$ cat src/hdl/ogm_pkg.sv
package ogm_pkg;

   localparam int COORD_W  = 24;
   localparam int MARGIN_W = 23;
   localparam int DIR_W    = 16;
   localparam int DELTA_W  = 32;
   localparam int BND_W    = 26;   // bounds and half extents
   localparam int MAG_W    = 31;   // normalized offset magnitude
   localparam int RAD_W    = 63;   // sum of squares
   localparam int ROOT_W   = 32;
   localparam int NUM_W    = 48;   // divider partial remainder
   localparam int DVS_W    = 33;
   localparam int QUO_W    = 16;

   localparam logic [MARGIN_W-1:0] MARGIN_RESET = 23'd256;
   localparam logic [QUO_W-1:0]    DIR_ONE      = 16'd16384;

   localparam logic [1:0] KIND_HIDDEN = 2'd0;
   localparam logic [1:0] KIND_ARROW  = 2'd1;
   localparam logic [1:0] KIND_OTHER  = 2'd2;

   typedef struct packed {
      logic [1:0]                kind;
      logic signed [COORD_W-1:0] mx;
      logic signed [COORD_W-1:0] my;
      logic [DELTA_W-1:0]        delta;
      logic                      dvalid;
      logic signed [COORD_W-1:0] vl;
      logic signed [COORD_W-1:0] vt;
      logic signed [COORD_W-1:0] vr;
      logic signed [COORD_W-1:0] vb;
      logic signed [COORD_W-1:0] tx;
      logic signed [COORD_W-1:0] ty;
      logic signed [BND_W-1:0]   lox;
      logic signed [BND_W-1:0]   hix;
      logic signed [BND_W-1:0]   loy;
      logic signed [BND_W-1:0]   hiy;
      logic                      negx;
      logic                      negy;
      logic                      nz;
      logic [MAG_W-1:0]          ax;
      logic [MAG_W-1:0]          ay;
      logic [RAD_W-1:0]          rem;
      logic [ROOT_W-1:0]         root;
      logic [NUM_W-1:0]          px;
      logic [NUM_W-1:0]          py;
      logic [DVS_W-1:0]          dvs;
      logic [QUO_W-1:0]          qx;
      logic [QUO_W-1:0]          qy;
   } pipe_type;

endpackage

$ cat src/hdl/ogm_stage.sv
module ogm_stage (
   input  logic              clock,
   input  logic              reset,
   input  logic              in_valid,
   input  ogm_pkg::pipe_type in_data,
   output logic              in_ready,
   output logic              out_valid,
   output ogm_pkg::pipe_type out_data,
   input  logic              out_ready
);
   import ogm_pkg::*;

   logic     valid_ff;
   pipe_type data_ff;

   // stage refills when empty or when its beat moves on
   assign in_ready  = ~valid_ff | out_ready;
   assign out_valid = valid_ff;
   assign out_data  = data_ff;

   always_ff @(posedge clock) begin
      if (reset) begin
         valid_ff <= 1'b0;
      end else if (in_ready) begin
         valid_ff <= in_valid;
      end
   end

   always_ff @(posedge clock) begin
      if (in_ready && in_valid) begin
         data_ff <= in_data;
      end
   end

endmodule

$ cat src/hdl/ogm_sqrt_cell.sv
module ogm_sqrt_cell #(
   parameter int BIT = 0
) (
   input  logic              clock,
   input  logic              reset,
   input  logic              in_valid,
   input  ogm_pkg::pipe_type in_data,
   output logic              in_ready,
   output logic              out_valid,
   output ogm_pkg::pipe_type out_data,
   input  logic              out_ready
);
   import ogm_pkg::*;

   localparam int TW = RAD_W + 3;

   pipe_type        nxt;
   logic [TW-1:0]   trial;

   // (root + 2^i)^2 - root^2 = root*2^(i+1) + 2^(2i)
   always_comb begin
      nxt   = in_data;
      trial = ({{(TW-ROOT_W){1'b0}}, in_data.root} << (BIT + 1))
            + ({{(TW-1){1'b0}}, 1'b1} << (2 * BIT));
      if ({3'b000, in_data.rem} >= trial) begin
         nxt.rem       = in_data.rem - trial[RAD_W-1:0];
         nxt.root[BIT] = 1'b1;
      end
   end

   ogm_stage u_stage (
      .clock(clock), .reset(reset),
      .in_valid(in_valid), .in_data(nxt), .in_ready(in_ready),
      .out_valid(out_valid), .out_data(out_data), .out_ready(out_ready)
   );

endmodule

$ cat config.mk
export PLATFORM = sky130hd
export DESIGN_NAME = ogm_sqrt_cell
export DESIGN_NICKNAME = d
export VERILOG_FILES = /design/src/hdl/ogm_pkg.sv /design/src/hdl/ogm_stage.sv /design/src/hdl/ogm_sqrt_cell.sv
export SDC_FILE = /design/constraint.sdc
export NUM_CORES = 1
export LEC_CHECK = 0
export BUFFER_PORTS_ARGS = -buffer_cell sky130_fd_sc_hd__buf_4
export CORE_AREA = 4 4 503 505
export DETAILED_ROUTE_END_ITERATION = 8
export DIE_AREA = 0 0 507 509
export PLACE_DENSITY = 0.3
export SKIP_LAST_GASP = 1
export SLEW_MARGIN = 20
export SYNTH_ARGS = -nofsm -noshare
export SYNTH_HDL_FRONTEND = slang
export SYNTH_SLANG_ARGS = --single-unit
$ cat constraint.sdc
create_clock -name clock -period 29 [get_ports clock]
set_clock_uncertainty 0.1 [all_clocks]
set_input_delay 4.35 -clock clock [delete_from_list [all_inputs] [get_ports clock]]
set_output_delay 4.35 -clock clock [all_outputs]
set_load 0.01 [all_outputs]
==> results.sh, run 1 <==
export IMPL_drv_cap=0
export IMPL_ys_flop_type="edfxtp_1"
export IMPL_criticalPathCategory="in -> out"
export IMPL_worst_hold_slack_ps=515
export IMPL_grt_pass1_vias=17900
export IMPL_rsz0062_at_grt="no"
export IMPL_cts_resized=0
export IMPL_fmax_mhz=108
export IMPL_fillers=27700
export IMPL_cts_setup_buffers=0
export IMPL_cts_buffers=92
export IMPL_grt_ovfl_total=0
export IMPL_htreeDepth=3
export IMPL_vdd_drop_max_mv=0.0407
export IMPL_rows=183
export IMPL_crit_path_end_kind="output pin"
export IMPL_ant_nets=0
export IMPL_ctsHoldBuffers=0
export IMPL_cts_root_buf="clkbuf_16"
export IMPL_cp_arrival_ps=4840
export IMPL_hold_class="reg -> reg"
export IMPL_final_seq_area_sq_um=19600
export IMPL_layout_drive_gt1_share_pct=55.8
export IMPL_relSlewSlack_pct=34.6
export IMPL_grt_usage_pct=12.7
export IMPL_p_leak_nw=15.4
export IMPL_post_route_drc_count=0
export IMPL_ys_seq_area_share_pct=85.7
export IMPL_grt_max_degree=70
export IMPL_min_period_over_period_pct=32.0
export IMPL_wl_per_cell_microns=28.7
export IMPL_boundaryPins=1310
export IMPL_period_needed_ps=9290
export IMPL_io_buffers=1309
export IMPL_r2r_end="u_stage.out_data[101]$_DFFE_PP_"
export IMPL_cts_clk_slew_worst_paths_ps=60
export IMPL_regToRegSetupSlack_ps=24400
export IMPL_insertion_delay_ps=700
export IMPL_syn_num_nets=1871
export IMPL_crit_required_ps=24550
export IMPL_synth_cell_types=60
export IMPL_synth_area_sq_um=22900
export IMPL_clockBufferDepth=3
export IMPL_place_area_sq_um=36900
export IMPL_syn_inst=1181
export IMPL_status="finished clean"
export IMPL_start_util_pct=9.21
export IMPL_nets=3267
export IMPL_grt_pass1_wl_microns=210000
export IMPL_ys_async_sr_fraction_pct=0
export IMPL_drt_first_iter_violations=1189
export IMPL_path_max_fanout=3
export IMPL_fp_dieW_microns=507
export IMPL_worst_slew_pin_transition_ps=981
export IMPL_total_power_mw=2.59
export IMPL_cp_start_kind="primary input"
export IMPL_die_h_microns=509
export IMPL_p_per_area_nw_per_um2=64.9
export IMPL_hold_viol_final=0
export IMPL_dr_pass1_iters=5
export IMPL_synth_edff_count=652
export IMPL_vias=17200
export IMPL_vias_per_cell=2.87
export IMPL_reg2reg_depth=6
export IMPL_fin_tns_setup_ps=0
export IMPL_hpwlAfterDp_microns=148000
export IMPL_holdPathStages=2
export IMPL_wl_microns=173000
export IMPL_cts_sinks=653
export IMPL_dieArea_sq_um=258000
export IMPL_final_area_sq_um=39800
export IMPL_multi_input_area_sq_um=3000
export IMPL_synth_avg_cell_area_sq_um=19.4
export IMPL_cts_tree="yes"
export IMPL_hp_start="u_stage.out_valid$_SDFFE_PP0N_"
export IMPL_core_area_sq_um=248000
export IMPL_antenna_found_initial=94
export IMPL_setup_viol_count_final=0
export IMPL_gp_congestion=0.835
export IMPL_whs_endpoint="u_stage.out_valid$_SDFFE_PP0N_"
export IMPL_timing_rr_start="u_stage.out_valid$_SDFFE_PP0N_"
export IMPL_ys_warn_count=0
export IMPL_startpoint="out_ready"
export IMPL_slew_violations=0
export IMPL_syn_to_final_growth_pct=74.2
export IMPL_ys_ff_latch=653
==> how the worst max path moves through the flow <==
stage / to / slack (ps)
5_1_grt: in_ready / 19700
6_report: in_ready / 19710
4_1_cts: in_ready / 19730
3_3_place_gp: in_ready / 19720
2_1_floorplan: u_stage.out_data[0]$_DFFE_PP_ / 8500
3_5_place_dp: in_ready / 19730
==> per-layer routing <==
metal	global-route usage [%]	vias up	wire length [microns]
li1	-	7435	-
met5	0	-	247
met2	21.5	1061	83000
met3	7.52	246	22200
met1	13.7	8471	63300
met4	2.76	36	3810
==> kinds of logic after synthesis <==
family / after synthesis / synth area share, %
AOI/OAI and AO/OA: 155 / 4.09
xor gates and xnor gates: 59 / 2.33
adders and majority gates: 34 / 1.89
buffers and inverters: 68 / 1.20
DFF: 653 / 85.7
and+or+nand+nor: 212 / 4.76
==> cell usage after synthesis, types with 6 or more instances <==
cell	n	area share, %
nand3_1	13	0.28
nand2_1	44	0.72
nor3_1	21	0.46
a21oi_1	66	1.4
xor2_1	26	1.0
inv_1	46	0.76
a21o_1	10	0.33
nand2b_1	7	0.19
o21ai_0	35	0.77
o21a_1	6	0.20
nand4_1	17	0.47
clkbuf_1	17	0.28
nor2_1	61	1.0
edfxtp_1	652	86
ha_1	33	1.8
xnor2_1	31	1.2
nor4_1	8	0.22
==> power breakdown <==
| part | internal (mW) | total (mW) | switching [mW] | leakage, nW |
|---|---|---|---|---|
| clock network | 0.623 | 1.11 | 0.492 | 1.39 |
| registers | 1.11 | 1.13 | 0.0206 | 6.31 |
| logic | 0.147 | 0.338 | 0.191 | 7.71 |
==> placed cells by master, fill, tap and decap left out, types with 3 or more instances in the layout <==
cell / count
o21a_1: 6
xor2_1: 26
clkbuf_1: 16
clkbuf_16: 92
inv_6: 7
or4_4: 3
nand2b_1: 7
ha_1: 33
clkinv_1: 16
bufinv_16: 4
nor3_1: 21
nor4_1: 7
xnor2_1: 31
a21o_1: 10
clkinv_8: 4
or4_1: 4
nand4_1: 17
or3_1: 5
nand3_1: 13
nand2_1: 44
inv_1: 46
o21bai_1: 3
diode_2: 26
o211ai_1: 4
edfxtp_1: 652
o2111ai_1: 3
a221oi_1: 3
a21oi_1: 66
o31ai_1: 5
o21ai_0: 34
a211oi_1: 4
nor2b_1: 5
clkinv_2: 17
nor2_1: 61
clkinvlp_4: 8
and3_1: 5
buf_4: 1324
==> state kept, by name (all words and copies together) (netlist names) <==
name and flops:
u_stage.out_data 652, u_stage.out_valid 1
==> area by class of cell <==
type | count | area share, %
flip-flops and latches | 653 | 49.2
repair buffers | 1324 | 25.0
well taps | 3330 | 10.5
multi-input cells | 460 | 7.54
clock buffers | 108 | 5.93
clock inverters | 60 | 1.30
inverters | 46 | 0.434
diodes | 26 | 0.163
==> through the flow <==
stage	std cells	utilization (%)	worst slack, ps
finish	6007	16.0	19710
global route	5985	16.0	19700
CTS	5981	16.0	19730
detailed placement	5813	14.9	19730
global placement	5813	14.9	19720
floorplan	1181	-	8500
==> worst max-delay path, cell delays in order <==
cell and delay [ps]:
buf_4 110, nand2b_1 200, buf_4 180
Note: power is estimated with default switching activity, not from simulation.
==> run 2: changes to the inputs <==
--- a/config.mk
+++ b/config.mk
@@ -5,10 +5,11 @@
 export SDC_FILE = /design/constraint.sdc
 export NUM_CORES = 1
 export LEC_CHECK = 0
+export ABC_AREA = 1
 export BUFFER_PORTS_ARGS = -buffer_cell sky130_fd_sc_hd__buf_4
-export CORE_AREA = 4 4 503 505
+export CORE_AREA = 4 4 506 508
 export DETAILED_ROUTE_END_ITERATION = 8
-export DIE_AREA = 0 0 507 509
+export DIE_AREA = 0 0 510 512
 export PLACE_DENSITY = 0.3
 export SKIP_LAST_GASP = 1
 export SLEW_MARGIN = 20
==> constraint.sdc (replaced) <==
create_clock -name clock -period 9.1 [get_ports clock]
set_clock_uncertainty 0.1 [all_clocks]
set_input_delay 1.365 -clock clock [delete_from_list [all_inputs] [get_ports clock]]
set_output_delay 1.365 -clock clock [all_outputs]
set_load 0.01 [all_outputs]
==> run 2 against run 1 <==
  * Global-route usage rose by 1.9 points
  * Hold slack lost 60 ps
  * Critical path type is now in -> reg
  * Die area increased by 1.2%
  * Largest cell class unchanged
  * Core utilization increased by 0.57 points
==> results.sh, run 2 <==
export IMPL_dieArea_sq_um=261000
export IMPL_path_depth=14
export IMPL_hold_class="reg -> reg"
export IMPL_grt_ovfl_total=0
export IMPL_synth_area_sq_um=24600
export IMPL_ys_ff_latch=653
export IMPL_cts_setup_buffers=0
export IMPL_drv_cap=0
export IMPL_r2r_end="u_stage.out_data[410]$_DFFE_PP_"
export IMPL_dr_pass1_iters=5
export IMPL_fin_tns_setup_ps=0
export IMPL_rsz0062_at_grt="no"
export IMPL_synth_area_leaders="edfxtp_1 80%, nand2_1 7.2%, inv_1 3.8%, nor2_1 1.7%, ha_1 1.7%"
export IMPL_worst_hold_slack_ps=455
export IMPL_insertion_delay_ps=700
export IMPL_fp_dieW_microns=510
export IMPL_crit_required_ps=9420
export IMPL_core_area_sq_um=251000
export IMPL_setup_viol_count_final=0
export IMPL_cts_sinks=653
export IMPL_grt_pass1_wl_microns=244000
export IMPL_critPathMaxStageDelay_ps=540
export IMPL_hold_viol_final=0
export IMPL_synth_most_common_cell="edfxtp_1"
export IMPL_cts_buffers=96
export IMPL_grt_pass1_vias=20300
export IMPL_p_leak_nw=17.3
export IMPL_critPathTopFamily="buffers and inverters"
export IMPL_vdd_drop_max_mv=0.151
export IMPL_nets=3833
export IMPL_p_per_area_nw_per_um2=205
export IMPL_start_util_pct=9.79
export IMPL_largest_reg_flops=652
export IMPL_crit_path_end="u_stage.out_data[161]$_SDFFCE_PP1P_"
export IMPL_slew_violations=0
export IMPL_pre_cts_slack_ps=4830
export IMPL_reg2reg_depth=3
export IMPL_period_needed_ps=3560
export IMPL_syn_num_nets=2429
export IMPL_rows=184
export IMPL_layout_common_cells="1,311 x buf_4, 652 x edfxtp_1, 472 x nand2_1, 247 x inv_1, 113 x nor2_1"
export IMPL_ant_nets=0
export IMPL_grt_max_degree=123
export IMPL_total_power_mw=8.55
export IMPL_path_max_fanout=63
export IMPL_final_common_cell="buf_4"
export IMPL_synth_cell_types=28
export IMPL_io_buffers=1309
export IMPL_cp_start_kind="primary input"
export IMPL_syn_inst=1739
export IMPL_timing_rr_start="u_stage.out_valid$_SDFFE_PP0N_"
export IMPL_cp_arrival_ps=3880
export IMPL_drt_first_iter_violations=1302
export IMPL_fin_cells=6584
export IMPL_syn_to_final_growth_pct=69.8
export IMPL_regToRegSetupSlack_ps=6490
export IMPL_hpwlAfterDp_microns=172000
export IMPL_crit_slowest_cell="inv_6"
export IMPL_fmax_mhz=281
export IMPL_wl_microns=200000
export IMPL_ys_seq_area_share_pct=79.7
export IMPL_synth_avg_cell_area_sq_um=14.1
export IMPL_path_cells="buf_4 > inv_1 > ha_1 > a21oi_1 > inv_1 > nor2_1 > nand2_1 > nor2_1 > and2_1 > nand2_1 > inv_2 > nand2_8 > inv_6 > nand2_1"
export IMPL_status="finished clean"
export IMPL_ys_flop_type="edfxtp_1"
export IMPL_relSlewSlack_pct=30.4
export IMPL_post_route_drc_count=0
export IMPL_ys_async_sr_fraction_pct=0
export IMPL_cts_clk_slew_worst_paths_ps=50
export IMPL_vias_per_cell=3.05
export IMPL_min_period_over_period_pct=39.1
export IMPL_netlist_top_cells_count="652 x edfxtp_1, 472 x nand2_1, 249 x inv_1, 113 x nor2_1, 63 x nand3_1"
export IMPL_vias=20100
export IMPL_synth_top_area_share_pct=79.6
export IMPL_cts_resized=0
export IMPL_worst_slew_pin_transition_ps=1040
export IMPL_cts_tree="yes"
export IMPL_synth_edff_count=652
export IMPL_crit_path_end_kind="register"
export IMPL_cts_root_buf="clkbuf_16"
export IMPL_htreeDepth=3
export IMPL_yosysTopAreaCell="edfxtp_1"
export IMPL_startpoint="in_data[192]"
export IMPL_clockBufferDepth=3
export IMPL_boundaryPins=1310
export IMPL_die_h_microns=512
export IMPL_wl_per_cell_microns=30.4
export IMPL_grt_usage_pct=14.7
export IMPL_cp_num_buf_inv=5
export IMPL_setup_ws_ps=5540
export IMPL_dp_cells=6393
export IMPL_ys_warn_count=0
export IMPL_gp_congestion=0.862
export IMPL_antenna_found_initial=120
export IMPL_layout_drive_gt1_share_pct=46.9
export IMPL_path_common_cell="nand2_1"
export IMPL_criticalPathCategory="in -> reg"
export IMPL_ctsHoldBuffers=0
-- run 2: worst min path at each step --
stage	cells past startpoint	to	start
after global routing	2	u_stage.out_valid$_SDFFE_PP0N_	u_stage.out_valid$_SDFFE_PP0N_
after detailed placement	2	u_stage.out_valid$_SDFFE_PP0N_	u_stage.out_valid$_SDFFE_PP0N_
after CTS	2	u_stage.out_valid$_SDFFE_PP0N_	u_stage.out_valid$_SDFFE_PP0N_
after global placement	2	u_stage.out_valid$_SDFFE_PP0N_	u_stage.out_valid$_SDFFE_PP0N_
final	2	u_stage.out_valid$_SDFFE_PP0N_	u_stage.out_valid$_SDFFE_PP0N_
after floorplan	2	u_stage.out_valid$_SDFFE_PP0N_	u_stage.out_valid$_SDFFE_PP0N_
-- run 2: power by group --
part | switching (mW) | leakage [nW] | internal, mW
clock | 1.64 | 1.47 | 2.12
combinational | 0.695 | 9.52 | 0.473
sequential | 0.0671 | 6.31 | 3.55
-- run 2: logic make-up (layout without fill, tap and decap cells) --
logic type                 count (synthesis)  after routing  share of synthesized area (%)
AOI/OAI and AO/OA                         68             68                           1.88
xor gates and xnor gates                  27             27                          0.962
adders and majority gates                 34             34                           1.76
buffers and inverters                    268           1749                           4.37
DFF                                      653            653                           79.7
other                                      0             16                              0
and+or+nand+nor                          689            689                           11.3
-- run 2: metal layers --
metal  vias up  track usage, %  part of all wire (%)
li1       8759               -                     -
met3       315            6.10                   9.7
met2      1081            27.6                    53
met5         -               0                  0.14
met4        42            2.10                   1.7
met1      9904            15.3                    36
-- run 2: worst min-delay path, stage by stage, from the launching register on --
cell	delay, ps
dfxtp_1	340
nand2_1	100
a21oi_1	60
-- run 2: final cells by class --
class	count	area (sq um)
inverters	258	976
well taps	3348	4190
repair buffers	1316	9940
multi-input cells	818	3930
diodes	16	40.0
fillers	28100	209000
flip-flops and latches	653	19600
clock buffers	109	2450
clock inverters	66	622
-- run 2: stage by stage --
| step | cell area, sq um | util, % |
|---|---|---|
| after floorplan | 24600 | - |
| after global placement | 38600 | 15.4 |
| after detailed placement | 38600 | 15.4 |
| after CTS | 41700 | 16.6 |
| after global routing | 41700 | 16.6 |
| final | 41700 | 16.6 |
==> run 3: changes to the inputs <==
--- a/config.mk
+++ b/config.mk
@@ -7,10 +7,10 @@
 export LEC_CHECK = 0
 export ABC_AREA = 1
 export BUFFER_PORTS_ARGS = -buffer_cell sky130_fd_sc_hd__buf_4
-export CORE_AREA = 4 4 506 508
+export CORE_AREA = 4 4 503 505
 export DETAILED_ROUTE_END_ITERATION = 8
-export DIE_AREA = 0 0 510 512
-export PLACE_DENSITY = 0.3
+export DIE_AREA = 0 0 507 509
+export PLACE_DENSITY = 0.31
 export SKIP_LAST_GASP = 1
 export SLEW_MARGIN = 20
 export SYNTH_ARGS = -nofsm -noshare
==> constraint.sdc (replaced) <==
create_clock -name clock -period 3.1 [get_ports clock]
set_clock_uncertainty 0.1 [all_clocks]
set_input_delay 0.465 -clock clock [delete_from_list [all_inputs] [get_ports clock]]
set_output_delay 0.465 -clock clock [all_outputs]
set_load 0.01 [all_outputs]
==> run 3 against run 2 <==
  * Wire length grew 2.2%
  * First-iteration DRC count grew 18%
  * Global-route usage grew 0.51 points
  * Combinational power grew to 3.8 times the previous value
==> results.sh, run 3 (synthesis results as in run 2) <==
export IMPL_cts_setup_buffers=0
export IMPL_vias=22800
export IMPL_syn_to_final_growth_pct=99.1
export IMPL_drv_cap=0
export IMPL_cts_buffers=93
export IMPL_cp_start_kind="primary input"
export IMPL_die_h_microns=509
export IMPL_status="finished clean"
export IMPL_fin_util_pct=19.7
export IMPL_rsz0062_at_grt="no"
export IMPL_p_leak_nw=20.4
export IMPL_grt_pass1_wl_microns=255000
export IMPL_setup_viol_count_final=0
export IMPL_rows=183
export IMPL_cts_resized=0
export IMPL_cts_root_buf="clkbuf_16"
export IMPL_nets=4552
export IMPL_layout_common_cells="1,370 x buf_4, 652 x edfxtp_1, 650 x dlygate4sd3_1, 472 x nand2_1, 249 x inv_1"
export IMPL_ctsHoldBuffers=650
export IMPL_min_period_over_period_pct=90.4
export IMPL_cts_tree="yes"
export IMPL_htreeDepth=3
export IMPL_hp_start="in_data[226]"
export IMPL_fillers=27400
export IMPL_wl_per_cell_microns=28.0
export IMPL_crit_path_end_kind="register"
export IMPL_slew_violations=0
export IMPL_hold_viol_final=0
export IMPL_timing_rr_start="u_stage.out_valid$_SDFFE_PP0N_"
export IMPL_hold_class="in -> reg"
export IMPL_pre_cts_slack_ps=106
export IMPL_setup_ws_ps=297
export IMPL_post_route_drc_count=0
export IMPL_gp_congestion=0.841
export IMPL_startpoint="in_data[185]"
export IMPL_crit_required_ps=3440
export IMPL_antenna_found_initial=132
export IMPL_insertion_delay_ps=690
export IMPL_route_met3_wl_microns=16400
export IMPL_ant_nets=0
export IMPL_p_per_area_nw_per_um2=531
export IMPL_fmax_mhz=357
export IMPL_io_buffers=1309
export IMPL_dieArea_sq_um=258000
export IMPL_drt_first_iter_violations=1540
export IMPL_final_common_cell="buf_4"
export IMPL_hpwlAfterDp_microns=175000
export IMPL_boundaryPins=1310
export IMPL_largest_reg_flops=652
export IMPL_top_layer="met5"
export IMPL_grt_pass1_vias=23500
export IMPL_layout_drive_gt1_share_pct=40.1
export IMPL_cts_sinks=653
export IMPL_start_util_pct=9.91
export IMPL_period_needed_ps=2800
export IMPL_grt_max_degree=107
export IMPL_fp_dieW_microns=507
export IMPL_worst_slew_pin_transition_ps=790
export IMPL_vdd_drop_max_mv=0.474
export IMPL_path_max_fanout=4
export IMPL_grt_usage_pct=15.2
export IMPL_cp_arrival_ps=3140
export IMPL_relSlewSlack_pct=47.3
export IMPL_criticalPathCategory="in -> reg"
export IMPL_grt_ovfl_total=0
export IMPL_wl_microns=204000
export IMPL_wl_met2_microns=107000
export IMPL_wl_met1_microns=74800
export IMPL_core_area_sq_um=248000
export IMPL_clockBufferDepth=3
export IMPL_cts_clk_slew_worst_paths_ps=50
export IMPL_dr_pass1_iters=6
export IMPL_vias_per_cell=3.13
==> run 3: area by class of cell <==
| cell class | count | area, sq um | share of cell area, % |
|---|---|---|---|
| flip-flops and latches | 653 | 19600 | 40.0 |
| repair buffers | 2038 | 17200 | 35.0 |
| well taps | 3330 | 4170 | 8.51 |
| multi-input cells | 818 | 3930 | 8.02 |
| clock buffers | 115 | 2430 | 4.96 |
| inverters | 258 | 973 | 1.99 |
| clock inverters | 51 | 602 | 1.23 |
| diodes | 39 | 97.6 | 0.199 |
==> run 3: path summary, 6_finish.rpt <==
kind / to / slack (ps) / depth (start not counted)
max: u_stage.out_data[254]$_DFFE_PP_ / 300 / 14
min reg2reg: u_stage.out_data[397]$_DFFE_PP_ / 740 / 2
max reg2reg: u_stage.out_data[499]$_DFFE_PP_ / 1240 / 4
min: u_stage.out_data[226]$_DFFE_PP_ / 90 / 3
==> run 3: per-layer routing <==
| layer | track usage (%) | up-vias |
|---|---|---|
| li1 | - | 10200 |
| met1 | 16.3 | 11200 |
| met2 | 28.2 | 1102 |
| met3 | 5.24 | 339 |
| met4 | 3.88 | 32 |
| met5 | 0 | - |
==> run 3: report_power, final <==
group          switching (mW)  total, mW  internal (mW)
Combinational            2.39       4.43           2.04
Clock                    4.69       11.0           6.26
Sequential              0.209       10.6           10.4
Total                    7.29       26.0           18.7
==> run 3: metrics by stage <==
stage	hold slack, ps	total power, mW	TNS, ps	instances	instance area [sq um]
5_1_grt	43.4	27.2	0	7291	48900
4_1_cts	13.1	26.7	0	7263	48800
3_5_place_dp	410	14.5	0	6447	39300
2_1_floorplan	427	11.9	-5702300	1739	24600
6_report	94.3	26.0	0	7302	48900
3_3_place_gp	411	14.5	0	6447	39300
==> run 3: worst max-delay path, cell delays in order <==
cell and delay [ps]:
dlygate4sd3_1 600, buf_4 140, inv_1 80, ha_1 410
nand2_1 140, nor2_1 150, inv_1 140, nor2_1 350
a21oi_1 160, nand2_1 130, buf_4 160, nand2_1 80
nand3_1 100, a21oi_2 60
